===== config.mk =====
export PLATFORM = sky130hd
export DESIGN_NAME = periodic_object_send_scheduler
export DESIGN_NICKNAME = d
export VERILOG_FILES = /design/src/rtl/core/posc_pkg.sv /design/src/rtl/core/periodic_object_send_scheduler.sv /design/src/rtl/core/posc_mem.sv /design/src/rtl/core/posc_ctrl.sv
export SDC_FILE = /design/constraint.sdc
export NUM_CORES = 2
export LEC_CHECK = 0
export BUFFER_PORTS_ARGS = -buffer_cell sky130_fd_sc_hd__buf_2
export CAP_MARGIN = 30
export CORE_MARGIN = 1.5
export CORE_UTILIZATION = 55
export DETAILED_ROUTE_END_ITERATION = 7
export HOLD_SLACK_MARGIN = 0.06
export PLACE_DENSITY = 0.72
export SLEW_MARGIN = 20
export SYNTH_ARGS = -nofsm -noshare
export SYNTH_HDL_FRONTEND = slang
export SYNTH_HIERARCHICAL = 1
export SYNTH_SLANG_ARGS = --single-unit

===== constraint.sdc =====
create_clock -name clk -period 13.1 [get_ports clk]
set_clock_uncertainty 0.2 [all_clocks]
set_input_delay 1.31 -clock clk [delete_from_list [all_inputs] [get_ports clk]]
set_output_delay 1.31 -clock clk [all_outputs]
set_load 0.01 [all_outputs]

===== src/rtl/core/posc_pkg.sv =====
// ----------------------------------------------------------------------------
// posc_pkg
// Shared types and codes of the periodic object send scheduler.
// ----------------------------------------------------------------------------
package posc_pkg;

  localparam int MAX_OBJECTS_DEF = 16;

  localparam logic [2:0] OP_TICK      = 3'd0;
  localparam logic [2:0] OP_SET_PLAIN = 3'd1;
  localparam logic [2:0] OP_SET_TIMED = 3'd2;
  localparam logic [2:0] OP_CLEAR     = 3'd3;
  localparam logic [2:0] OP_SYNC      = 3'd4;

  localparam logic [1:0] KIND_PLAIN = 2'd0;
  localparam logic [1:0] KIND_TIMED = 2'd1;
  localparam logic [1:0] KIND_REPLY = 2'd2;

  localparam logic CFG_ENABLE = 1'b0;
  localparam logic CFG_COUNT  = 1'b1;

  typedef struct packed {
    logic        auto_send_enable;
    logic [4:0]  object_count;
  } cfg_t;

  typedef struct packed {
    logic        timed;
    logic [30:0] elapsed;
    logic [30:0] period;
  } entry_t;

  typedef struct packed {
    logic [1:0]  kind;
    logic [7:0]  idx;
    logic [7:0]  addr;
    logic [30:0] per;
    logic [31:0] ts;
  } res_t;

endpackage


===== src/rtl/core/periodic_object_send_scheduler.sv =====
// ----------------------------------------------------------------------------
// periodic_object_send_scheduler
// Per-object periodic send timers held in a table, driven by tick requests.
// ----------------------------------------------------------------------------
// A tick walks the n bound objects (n at most MAX_OBJECTS) through the
// timer table, which has one registered read port: after the first read the
// walk handles one entry per cycle while no send waits on a stalled result
// channel, and a closing step bumps the timestamp. A tick with sends
// disabled or no bound objects only bumps the timestamp. A set request reads
// the entry, then writes it back and replies, waiting while the reply is
// held off by the result channel; an ignored set request, clear and sync
// are handled in the idle state on acceptance. Sends of a tick leave in
// index order, the last flagged by tlast; a set request gives one period
// reply. The table powers up empty with no clearing pass.
module periodic_object_send_scheduler #(
  parameter int MAX_OBJECTS = posc_pkg::MAX_OBJECTS_DEF
) (
  input  logic        clk,
  input  logic        rst_n,
  input  logic        in_tvalid,
  output logic        in_tready,
  input  logic [2:0]  in_tuser,   // op
  input  logic [47:0] in_tdata,   // object_index[7:0], period[39:8], receiver_addr[47:40]
  output logic        out_tvalid,
  input  logic        out_tready,
  output logic [1:0]  out_tuser,  // kind
  output logic [79:0] out_tdata,  // object_index_res[7:0], receiver_addr_res[15:8],
                                  // period_value[46:16], timestamp[78:47], zero[79]
  output logic        out_tlast,  // last
  input  logic        cfg_valid,
  output logic        cfg_ready,
  input  logic        cfg_index,
  input  logic [4:0]  cfg_data
);
  import posc_pkg::*;

  localparam int IDX_W = (MAX_OBJECTS > 1) ? $clog2(MAX_OBJECTS) : 1;

  cfg_t             cfg_r, cfg_nxt;
  logic             st_re, st_we, tg_we, st_clr;
  logic [IDX_W-1:0] st_raddr, st_waddr;
  entry_t           st_rdata, st_wdata;
  logic [7:0]       tg_rdata, tg_wdata;

  assign cfg_ready = 1'b1;

  always_comb begin
    cfg_nxt = cfg_r;
    if (cfg_valid) begin
      case (cfg_index)
        CFG_ENABLE: cfg_nxt.auto_send_enable = cfg_data[0];
        CFG_COUNT:  cfg_nxt.object_count     = cfg_data;
        default: begin
        end
      endcase
    end
  end

  always_ff @(posedge clk) begin
    if (!rst_n) begin
      cfg_r <= '{auto_send_enable: 1'b1, object_count: 5'd0};
    end else begin
      cfg_r <= cfg_nxt;
    end
  end

  posc_ctrl #(
    .MAX_OBJECTS (MAX_OBJECTS),
    .IDX_W       (IDX_W)
  ) u_ctrl (
    .clk        (clk),
    .rst_n      (rst_n),
    .cfg        (cfg_r),
    .in_tvalid  (in_tvalid),
    .in_tready  (in_tready),
    .in_tuser   (in_tuser),
    .in_tdata   (in_tdata),
    .out_tvalid (out_tvalid),
    .out_tready (out_tready),
    .out_tuser  (out_tuser),
    .out_tdata  (out_tdata),
    .out_tlast  (out_tlast),
    .st_re      (st_re),
    .st_raddr   (st_raddr),
    .st_rdata   (st_rdata),
    .tg_rdata   (tg_rdata),
    .st_we      (st_we),
    .tg_we      (tg_we),
    .st_waddr   (st_waddr),
    .st_wdata   (st_wdata),
    .tg_wdata   (tg_wdata),
    .st_clr     (st_clr)
  );

  posc_mem #(
    .DEPTH (MAX_OBJECTS),
    .AW    (IDX_W),
    .DW    ($bits(entry_t))
  ) u_timer_mem (
    .clk   (clk),
    .rst_n (rst_n),
    .clr   (st_clr),
    .we    (st_we),
    .waddr (st_waddr),
    .wdata (st_wdata),
    .re    (st_re),
    .raddr (st_raddr),
    .rdata (st_rdata)
  );

  posc_mem #(
    .DEPTH (MAX_OBJECTS),
    .AW    (IDX_W),
    .DW    (8)
  ) u_target_mem (
    .clk   (clk),
    .rst_n (rst_n),
    .clr   (1'b0),
    .we    (tg_we),
    .waddr (st_waddr),
    .wdata (tg_wdata),
    .re    (st_re),
    .raddr (st_raddr),
    .rdata (tg_rdata)
  );

endmodule


===== src/rtl/core/posc_mem.sv =====
// ----------------------------------------------------------------------------
// posc_mem
// Single-port-write, registered-read table with per-entry valid bits.
// ----------------------------------------------------------------------------
module posc_mem #(
  parameter int DEPTH = 16,
  parameter int AW    = 4,
  parameter int DW    = 8
) (
  input  logic          clk,
  input  logic          rst_n,
  input  logic          clr,
  input  logic          we,
  input  logic [AW-1:0] waddr,
  input  logic [DW-1:0] wdata,
  input  logic          re,
  input  logic [AW-1:0] raddr,
  output logic [DW-1:0] rdata
);

  logic [DW-1:0]    mem_r [DEPTH];
  logic [DEPTH-1:0] vld_r;
  logic [DW-1:0]    rd_q_r;
  logic             rd_vld_r;

  always_ff @(posedge clk) begin
    if (we) begin
      mem_r[waddr] <= wdata;
    end
    if (re) begin
      rd_q_r <= mem_r[raddr];
    end
  end

  always_ff @(posedge clk) begin
    if (!rst_n) begin
      vld_r    <= '0;
      rd_vld_r <= 1'b0;
    end else begin
      if (clr) begin
        vld_r <= '0;
      end else if (we) begin
        vld_r[waddr] <= 1'b1;
      end
      if (re) begin
        rd_vld_r <= vld_r[raddr];
      end
    end
  end

  assign rdata = rd_vld_r ? rd_q_r : '0;

endmodule


===== src/rtl/core/posc_ctrl.sv =====
// ----------------------------------------------------------------------------
// posc_ctrl
// Request sequencer: walks the timer table on a tick, serves set requests.
// ----------------------------------------------------------------------------
module posc_ctrl #(
  parameter int MAX_OBJECTS = posc_pkg::MAX_OBJECTS_DEF,
  parameter int IDX_W       = (MAX_OBJECTS > 1) ? $clog2(MAX_OBJECTS) : 1
) (
  input  logic                  clk,
  input  logic                  rst_n,
  input  posc_pkg::cfg_t        cfg,
  input  logic                  in_tvalid,
  output logic                  in_tready,
  input  logic [2:0]            in_tuser,
  input  logic [47:0]           in_tdata,
  output logic                  out_tvalid,
  input  logic                  out_tready,
  output logic [1:0]            out_tuser,
  output logic [79:0]           out_tdata,
  output logic                  out_tlast,
  output logic                  st_re,
  output logic [IDX_W-1:0]      st_raddr,
  input  posc_pkg::entry_t      st_rdata,
  input  logic [7:0]            tg_rdata,
  output logic                  st_we,
  output logic                  tg_we,
  output logic [IDX_W-1:0]      st_waddr,
  output posc_pkg::entry_t      st_wdata,
  output logic [7:0]            tg_wdata,
  output logic                  st_clr
);
  import posc_pkg::*;

  localparam int CNT_W = $clog2(MAX_OBJECTS + 1);
  localparam logic [8:0] MAX9 = 9'(MAX_OBJECTS);

  typedef enum logic [1:0] {S_IDLE, S_SET, S_WALK, S_END} state_t;

  state_t            state_r, state_nxt;
  logic [CNT_W-1:0]  ptr_r, ptr_nxt;
  logic              out_valid_r, out_valid_nxt;
  res_t              out_r, out_nxt;
  logic              out_last_r, out_last_nxt;
  logic              pend_valid_r, pend_valid_nxt;
  res_t              pend_r, pend_nxt;
  logic [31:0]       stamp_r, stamp_nxt;
  logic [7:0]        req_idx_r, req_idx_nxt;
  logic [31:0]       req_per_r, req_per_nxt;
  logic [7:0]        req_addr_r, req_addr_nxt;
  logic              req_timed_r, req_timed_nxt;

  logic [8:0]        oc_ext, n_ext;
  logic [CNT_W-1:0]  n;
  logic [CNT_W-1:0]  ptr_inc;
  logic              accept, out_free, adv;
  logic [30:0]       e1;
  logic              active, fire;
  logic [7:0]        in_idx, in_addr;
  logic [31:0]       in_per;
  logic              set_nonneg;
  logic [30:0]       set_per;

  assign oc_ext   = {4'd0, cfg.object_count};
  assign n_ext    = (oc_ext > MAX9) ? MAX9 : oc_ext;
  assign n        = n_ext[CNT_W-1:0];
  assign ptr_inc  = ptr_r + CNT_W'(1);
  assign in_idx   = in_tdata[7:0];
  assign in_per   = in_tdata[39:8];
  assign in_addr  = in_tdata[47:40];

  assign in_tready = (state_r == S_IDLE);
  assign accept    = in_tvalid && in_tready;
  assign out_free  = !out_valid_r || out_tready;

  assign e1     = st_rdata.elapsed + 31'd1;
  assign active = (st_rdata.period != 31'd0);
  assign fire   = active && (e1 >= st_rdata.period);
  assign adv    = !(fire && pend_valid_r && !out_free);

  assign set_nonneg = !req_per_r[31];
  assign set_per    = set_nonneg ? req_per_r[30:0] : st_rdata.period;

  always_comb begin
    state_nxt      = state_r;
    ptr_nxt        = ptr_r;
    out_valid_nxt  = out_valid_r && !out_tready;
    out_nxt        = out_r;
    out_last_nxt   = out_last_r;
    pend_valid_nxt = pend_valid_r;
    pend_nxt       = pend_r;
    stamp_nxt      = stamp_r;
    req_idx_nxt    = req_idx_r;
    req_per_nxt    = req_per_r;
    req_addr_nxt   = req_addr_r;
    req_timed_nxt  = req_timed_r;
    st_re          = 1'b0;
    st_raddr       = ptr_r[IDX_W-1:0];
    st_we          = 1'b0;
    tg_we          = 1'b0;
    st_waddr       = ptr_r[IDX_W-1:0];
    st_wdata       = st_rdata;
    tg_wdata       = req_addr_r;
    st_clr         = 1'b0;

    case (state_r)
      S_IDLE: begin
        if (accept) begin
          case (in_tuser)
            OP_TICK: begin
              if (cfg.auto_send_enable && (n != '0)) begin
                st_re     = 1'b1;
                st_raddr  = '0;
                ptr_nxt   = '0;
                state_nxt = S_WALK;
              end else begin
                stamp_nxt = stamp_r + 32'd1;
              end
            end
            OP_SET_PLAIN, OP_SET_TIMED: begin
              if (cfg.auto_send_enable && ({1'b0, in_idx} < n_ext)) begin
                st_re         = 1'b1;
                st_raddr      = in_idx[IDX_W-1:0];
                req_idx_nxt   = in_idx;
                req_per_nxt   = in_per;
                req_addr_nxt  = in_addr;
                req_timed_nxt = (in_tuser == OP_SET_TIMED);
                state_nxt     = S_SET;
              end
            end
            OP_CLEAR: begin
              st_clr = 1'b1;
            end
            OP_SYNC: begin
              stamp_nxt = '0;
            end
            default: begin
            end
          endcase
        end
      end
      S_SET: begin
        st_waddr = req_idx_r[IDX_W-1:0];
        st_wdata = '{timed:   st_rdata.timed | (set_nonneg & req_timed_r),
                     elapsed: st_rdata.elapsed,
                     period:  set_per};
        tg_wdata = req_addr_r;
        if (out_free) begin
          st_we         = set_nonneg;
          tg_we         = set_nonneg;
          out_valid_nxt = 1'b1;
          out_nxt       = '{kind: KIND_REPLY, idx: req_idx_r, addr: req_addr_r,
                            per: set_per, ts: 32'd0};
          out_last_nxt  = 1'b1;
          state_nxt     = S_IDLE;
        end
      end
      S_WALK: begin
        st_wdata = '{timed:   st_rdata.timed,
                     elapsed: fire ? 31'd0 : e1,
                     period:  st_rdata.period};
        if (adv) begin
          st_we = active;
          if (fire) begin
            if (pend_valid_r) begin
              out_valid_nxt = 1'b1;
              out_nxt       = pend_r;
              out_last_nxt  = 1'b0;
            end
            pend_valid_nxt = 1'b1;
            pend_nxt = '{kind: st_rdata.timed ? KIND_TIMED : KIND_PLAIN,
                         idx: 8'(ptr_r), addr: tg_rdata,
                         per: st_rdata.period, ts: stamp_r};
          end
          if (ptr_inc == n) begin
            state_nxt = S_END;
          end else begin
            st_re    = 1'b1;
            st_raddr = ptr_inc[IDX_W-1:0];
            ptr_nxt  = ptr_inc;
          end
        end
      end
      S_END: begin
        if (!pend_valid_r) begin
          stamp_nxt = stamp_r + 32'd1;
          state_nxt = S_IDLE;
        end else if (out_free) begin
          out_valid_nxt  = 1'b1;
          out_nxt        = pend_r;
          out_last_nxt   = 1'b1;
          pend_valid_nxt = 1'b0;
          stamp_nxt      = stamp_r + 32'd1;
          state_nxt      = S_IDLE;
        end
      end
      default: begin
        state_nxt = S_IDLE;
      end
    endcase
  end

  always_ff @(posedge clk) begin
    if (!rst_n) begin
      state_r      <= S_IDLE;
      ptr_r        <= '0;
      out_valid_r  <= 1'b0;
      pend_valid_r <= 1'b0;
      stamp_r      <= '0;
    end else begin
      state_r      <= state_nxt;
      ptr_r        <= ptr_nxt;
      out_valid_r  <= out_valid_nxt;
      pend_valid_r <= pend_valid_nxt;
      stamp_r      <= stamp_nxt;
    end
    out_r       <= out_nxt;
    out_last_r  <= out_last_nxt;
    pend_r      <= pend_nxt;
    req_idx_r   <= req_idx_nxt;
    req_per_r   <= req_per_nxt;
    req_addr_r  <= req_addr_nxt;
    req_timed_r <= req_timed_nxt;
  end

  assign out_tvalid = out_valid_r;
  assign out_tuser  = out_r.kind;
  assign out_tlast  = out_last_r;
  assign out_tdata  = {1'b0, out_r.ts, out_r.per, out_r.addr, out_r.idx};

  a_no_pend_idle: assert property (@(posedge clk) disable iff (!rst_n)
    state_r == S_IDLE |-> !pend_valid_r)
    else $error("pending send left over after walk");

  a_stall_holds_ptr: assert property (@(posedge clk) disable iff (!rst_n)
    (state_r == S_WALK && !adv) |-> !st_re ##1 $stable(ptr_r))
    else $error("walk advanced while stalled");

  a_no_rw_same: assert property (@(posedge clk) disable iff (!rst_n)
    (st_we && st_re) |-> st_waddr != st_raddr)
    else $error("read and write of the same entry in one cycle");

  a_stamp_step: assert property (@(posedge clk) disable iff (!rst_n)
    (state_r == S_END && state_nxt == S_IDLE) |=>
      stamp_r == 32'($past(stamp_r) + 32'd1))
    else $error("timestamp not advanced after walk");

endmodule


# Yosys cells after proc, flatten, opt, wreduce, memory -nomap -nowiden
# Memory sizes are Yosys's and may differ from the RTL's. A register that Yosys moved wholly into a read port is not among the register bits.
# Cells that the tools add are included.
dict set report op_classes {
  n_lt_le_gt_ge 6
  n_eq_ne 25
  n_reduce_logical 33
  bitwise 7
  div 0
  n_mul 0
  muxes 83
  n_addsub 3
  n_shift 0
}
# cell count
set ops {}
lappend ops {{$mux W81} 6}
lappend ops {{$pmux W81 S3} 1}
lappend ops {{$mux W32} 4}
lappend ops {{$pmux W32 S2} 2}
lappend ops {{$pmux W63 S2} 1}
lappend ops {{$mux W63} 1}
lappend ops {{$mux W31} 2}
lappend ops {{$mux W1} 33}
lappend ops {{$add A32 B1 Y32 const B} 1}
lappend ops {{$or A16 B16 Y16} 2}
lappend ops {{$add A31 B1 Y31 const B} 1}
lappend ops {{$ge A31 B31 Y1} 1}
lappend ops {{$reduce_bool A31 Y1} 1}
lappend ops {{$mux W5} 6}
lappend ops {{$mux W4} 6}
lappend ops {{$ne A3 B3 Y1 const B} 6}
lappend ops {{$pmux W4 S2} 2}
lappend ops {{$mux W2} 7}
lappend ops {{$ne A2 B1 Y1 const B} 6}
lappend ops {{$reduce_and A6 Y1} 2}
lappend ops {{$lt A4 B5 Y1 const B} 2}
lappend ops {{$ne A2 B2 Y1 const B} 5}
lappend ops {{$pmux W5 S2} 1}
lappend ops {{$reduce_and A5 Y1} 2}
lappend ops {{other kinds (32)} 56}
dict set report totals {
  n_memories 2
  mem_bits_rw 1136
  elab_cells 185
  regBits 290
  romBits 0
  latchBits 0
}
# name depth word_bits rd rd_ports_with_merged_regs wr line_no
set mem_list {}
lappend mem_list {u_timer_mem.mem_r 16 63 1 1 1 posc_mem.sv:21} ;# logic [DW-1:0] mem_r [DEPTH];
lappend mem_list {u_target_mem.mem_r 16 8 1 1 1 posc_mem.sv:21}

# Logic depth before layout (Yosys ltp)
dict set report depth {
  ltp_word 10
  ltp_mapped 26
  ltp_nobuf 20
}

# Cells and area by module
# Netlist, hierarchy kept.
# mod cells_per_inst area_per_inst_um2 n_inst seq_area_each_um2
set modules_own_cells {}
lappend modules_own_cells {{posc_mem at u_timer_mem} 1603 40766.6 1 32501.2}
lappend modules_own_cells {posc_ctrl 1057 12270.5 1 7066.8}
lappend modules_own_cells {{posc_mem at u_target_mem} 271 5954.5 1 4424.2}
lappend modules_own_cells {periodic_object_send_scheduler 30 267.8 1 120.1}

# Least setup slack after synthesis
# Ideal clock, no wire load.
dict set report synth_path {
  kind {flip-flop to flip-flop}
  startpoint {reg u_timer_mem.rd_vld_r}
  endpoint {reg u_ctrl/pend_r[0] (netlist name) (enable)}
  synth_period_minus_slack_ps 10458
  setup_slack_ps 2642
  arrival_time_ps 9636
  setup_ps 623
  required_time_ps 12277
  n_path_buf 3
  stages_incl_launch_ff 19
  cell_sequence {dfxtp_1 > clkbuf_1 > clkbuf_1 > and2_1 > ha_1 > and2_1 > and4_1 > clkbuf_1 > nand2_1 > or4b_1 > nor2_1 > xnor2_1 > ha_1 > and3_1 > and4_1 > a311oi_1 > o311a_1 > a21oi_1 > nor3b_1}
}
# element line_no
set synth_lines {}
lappend synth_lines {{start, declared} posc_mem.sv:24} ;# logic rd_vld_r;
lappend synth_lines {{start signal, assigned} posc_mem.sv:46} ;# rd_vld_r <= vld_r[raddr];
lappend synth_lines {{end signal, assigned} posc_ctrl.sv:218} ;# pend_r <= pend_nxt;
lappend synth_lines {{end, declared} posc_ctrl.sv:45} ;# res_t pend_r, pend_nxt;

==> summary.md <==
| Metric | Value |
|---|---|
| Die Height | 331.2 um |
| Post-synth EDFFs | 1415 |
| Clk_lat worst skew | 0.74 ns |
| Max Cap Violations | 0 |
| Vias after detailed routing | 30050 |
| Die area | 109700 um^2 |
| Final worst slack | 3.613 ns |
| Leading cell type in the layout, fill and taps excluded | edfxtp_1 |
| Slowest cell delay on critical path | 0.73 ns |
| Post-Synth Adder-Cell Area | 0.008868 |
| CTS clk-pin slew, worst paths | 0.06 ns |
| Fraction of layout cells with a size suffix above 1 | 0.2514 |
| Drt initial violations | 3320 |
| Final period util | 0.7242 |
| Setup tns final | 0 ns |
| Post-synthesis xor/xnor area fraction | 0.008277 |
| Slew Limit Fails | 0 |
| Synth Area per Inst | 20.01 um^2 |
| Hold Buf Count CTS | 0 |
| Post-CTS Resized | 0 |
| Synth Area in Compound Gates | 0.02964 |
| P_leak | 23.66 nW |
| Grt total ovfl | 0 |
| Root buffer cell | clkbuf_16 |
| CTS Buf Count | 147 |
| DRC viols | 0 |
| Gr usage total | 0.2484 |
| Synth area leader | edfxtp_1 |
| Pin count of the biggest net entering global routing | 168 |
| Final hold violations | 0 |
| Initial Util | 0.5543 |
| H-tree depth | 4 |
| Crit Path Category | flop to flop |
| Site row count | 120 |
| DPL Wire Length | 73340 um |
| FF+latch count, synth | 1496 |
| Worst Path Required | 13.38 ns |
| Top FF cell, synth | edfxtp_1 |
| Vias in the first global route | 30980 |
| Max IR drop VDD | 0.1323 mV |
| CP Cell Sequence | buf_4 -> and2_1 -> ha_1 -> and2_1 -> and4_1 -> nand2_1 -> or4b_1 -> nor2_1 -> xnor2_1 -> ha_1 -> and3_1 -> and4_1 -> a311oi_1 -> o311a_1 -> a21oi_1 -> or2_2 -> o211ai_1 -> buf_12 -> buf_4 -> mux4_2 -> mux4_2 |
| Drt wl/cell | 28.66 um |
| Crit Path Max Fanout | 119 |
| Post-place setup slack | 3.817 ns |
| Hold crit path type | flop to flop |
| Via/cell ratio | 6.381 |
| Post CTS Setup Buffer Count | 0 |
| Die Span X | 331.2 um |
| Final net count | 3294 |
| CP arrival | 9.76 ns |
| Multiplexer area fraction after synthesis | 0.1483 |
| Startpoint type of the worst setup path | flop |
| Layout area overhead | 12.42% |
| Synthesized instance count | 2961 |
| Power Density | 154.8 nW/um^2 |
| Top cells by area, synth | edfxtp_1 (72%), mux4_2 (13%), dfxtp_1 (2.7%) |
| Crit-path slowest cell | buf_12 |
| Unrepaired setup endpoints after global routing | no |
| Post-route minimum period | 9.487 ns |
| Port buffer count | 145 |
| Async S/R FF share, synth | 0 |
| TritonCTS clock tree | built |
| Share of the synthesized area in the top cell type | 0.7170 |
| WL final | 135000 um |
| Most used cells in the layout excluding fill and tap cells | edfxtp_1 (1415), mux4_2 (331), clkbuf_16 (151), buf_2 (148), nor2_1 (99) |
| Synth unique cells | 71 |
| Number of synthesis warnings | 6 |
| Synth Cell Area | 59260 um^2 |
| DR pass1 iterations | 5 |
| Synthesized Nets | 3065 |
| Endpoint class of the critical path | flop |
| # setup viols final | 0 |
| Post-synthesis simple-gate area fraction | 0.04499 |
| Post-synthesis sequential area ratio | 0.7444 |
| Worst-Margin Slew | 1.069 ns |
| Max Fclk | 105.4 MHz |
| Initial antenna violation count | 1 |
| Outcome | finished clean |
| Ports | 148 |
| Max-slew headroom | 0.2870 |
| CTS Sinks | 1496 |
| Largest family of logic cells by synthesized area | multiplexers |
| First-pass GRT wire length | 200800 um |
| Post-route ant nets | 0 |
| Core area | 106900 um^2 |
| GPL Wtd Cong | 0.9092 |
| Maximum clock path buffer count | 3 |
| Number of fill cells | 7136 |
==> cell families after synthesis <==
logic type	Yosys count
XOR/XNOR	56
other	3
multiplexers	417
AO/OA/AOI/OAI	254
AND/OR/NAND/NOR	493
buffers and inverters	200
flip-flops	1496
adder cells (fa/ha/maj)	42
==> path summary, 6_finish.rpt <==
path	slack, ns	startpoint	cells past startpoint	end
max	3.61	u_timer_mem/rd_vld_r$_SDFFE_PN0P_	21	u_timer_mem/rd_q_r[16]$_DFFE_PP_
min	0.24	u_ctrl/stamp_r[5]$_SDFFE_PN0P_	0	u_ctrl/pend_r[5]$_DFFE_PP_
max reg2reg	3.61	u_timer_mem/rd_vld_r$_SDFFE_PN0P_	21	u_timer_mem/rd_q_r[16]$_DFFE_PP_
min reg2reg	0.24	u_ctrl/stamp_r[5]$_SDFFE_PN0P_	0	u_ctrl/pend_r[5]$_DFFE_PP_
==> synth_stat cells, types with 13 or more instances <==
| cell type | count |
|---|---|
| mux2i_1 | 43 |
| buf_2 | 28 |
| nand4_1 | 19 |
| nor4_1 | 18 |
| and2_1 | 81 |
| buf_6 | 13 |
| nor2b_1 | 45 |
| nand3b_1 | 13 |
| mux4_1 | 28 |
| clkbuf_1 | 95 |
| o21ai_0 | 27 |
| a31oi_1 | 17 |
| a21oi_1 | 70 |
| nand3_1 | 42 |
| a22o_1 | 48 |
| inv_1 | 52 |
| o21a_1 | 36 |
| xnor2_1 | 39 |
| ha_1 | 42 |
| mux2_2 | 15 |
| nor3_1 | 24 |
| mux4_2 | 331 |
| xor2_1 | 17 |
| dfxtp_1 | 81 |
| nand2_1 | 68 |
| edfxtp_1 | 1415 |
| nor2_1 | 113 |
==> report_power, final <==
part / leakage (nW) / switching (mW) / internal, mW / total, mW
registers: 16.0 / 0.0391 / 5.31 / 5.35
clock network: 2.28 / 1.73 / 2.34 / 4.07
logic: 5.38 / 0.550 / 0.333 / 0.884
total: 23.7 / 2.32 / 7.99 / 10.3
==> stage by stage <==
| stage | total power, mW | utilization | area [um^2] | std cells | hold slack [ns] |
|---|---|---|---|---|---|
| floorplan | 6.090 | - | 59260 | 2961 | 0.2029 |
| global placement | 6.320 | 0.5774 | 61720 | 4421 | 0.2256 |
| detailed placement | 6.341 | 0.5784 | 61840 | 4434 | 0.2224 |
| CTS | 10.39 | 0.6220 | 66500 | 4699 | 0.2390 |
| global route | 10.63 | 0.6231 | 66610 | 4709 | 0.2637 |
| finish | 10.31 | 0.6232 | 66620 | 4710 | 0.2371 |
==> area by class of cell <==
class	instances	area [um^2]	area share
timing repair buffer	228	1423	0.02136
antenna	1	2.502	0.00003756
multi-input combinational	1265	14470	0.2172
clock inverter	74	689.4	0.01035
inverter	52	195.2	0.002930
clock buffer	191	3969	0.05958
tap	1403	1755	0.02635
sequential	1496	44110	0.6622
==> routing by layer <==
| metal | track usage | part of all wire | up-vias |
|---|---|---|---|
| met5 | 0 | 0 | - |
| met4 | 0.07618 | 0.026 | 0 |
| met3 | 0.05039 | 0.090 | 257 |
| met2 | 0.4021 | 0.49 | 1521 |
| met1 | 0.3446 | 0.39 | 15680 |
| li1 | - | - | 12600 |
==> state kept, by name (all words and copies together), names as in the netlist, 6 cells and up <==
register and flops:
u_ctrl/tg_wdata 8, u_ctrl/req_per_r 32, u_ctrl/stamp_r 32, cfg_r 6
u_timer_mem/rd_q_r 63, u_ctrl/req_idx_r 8, u_timer_mem/mem_r 1008, u_ctrl/pend_r 77
u_ctrl/out_tdata 79, u_target_mem/rd_q_r 8, u_target_mem/vld_r 16, u_timer_mem/vld_r 16
u_target_mem/mem_r 128
==> worst max-delay path: cells and delay by family, from the launching register on <==
kind,cells,cell delay [ns]
compound gates,4,1.58
xor+xnor,1,0.17
fa+ha+maj,2,0.56
buf+inv,3,2.01
flops,1,0.52
mux,2,1.07
simple gates,9,2.88
Note: power is estimated with default switching activity, not from simulation.
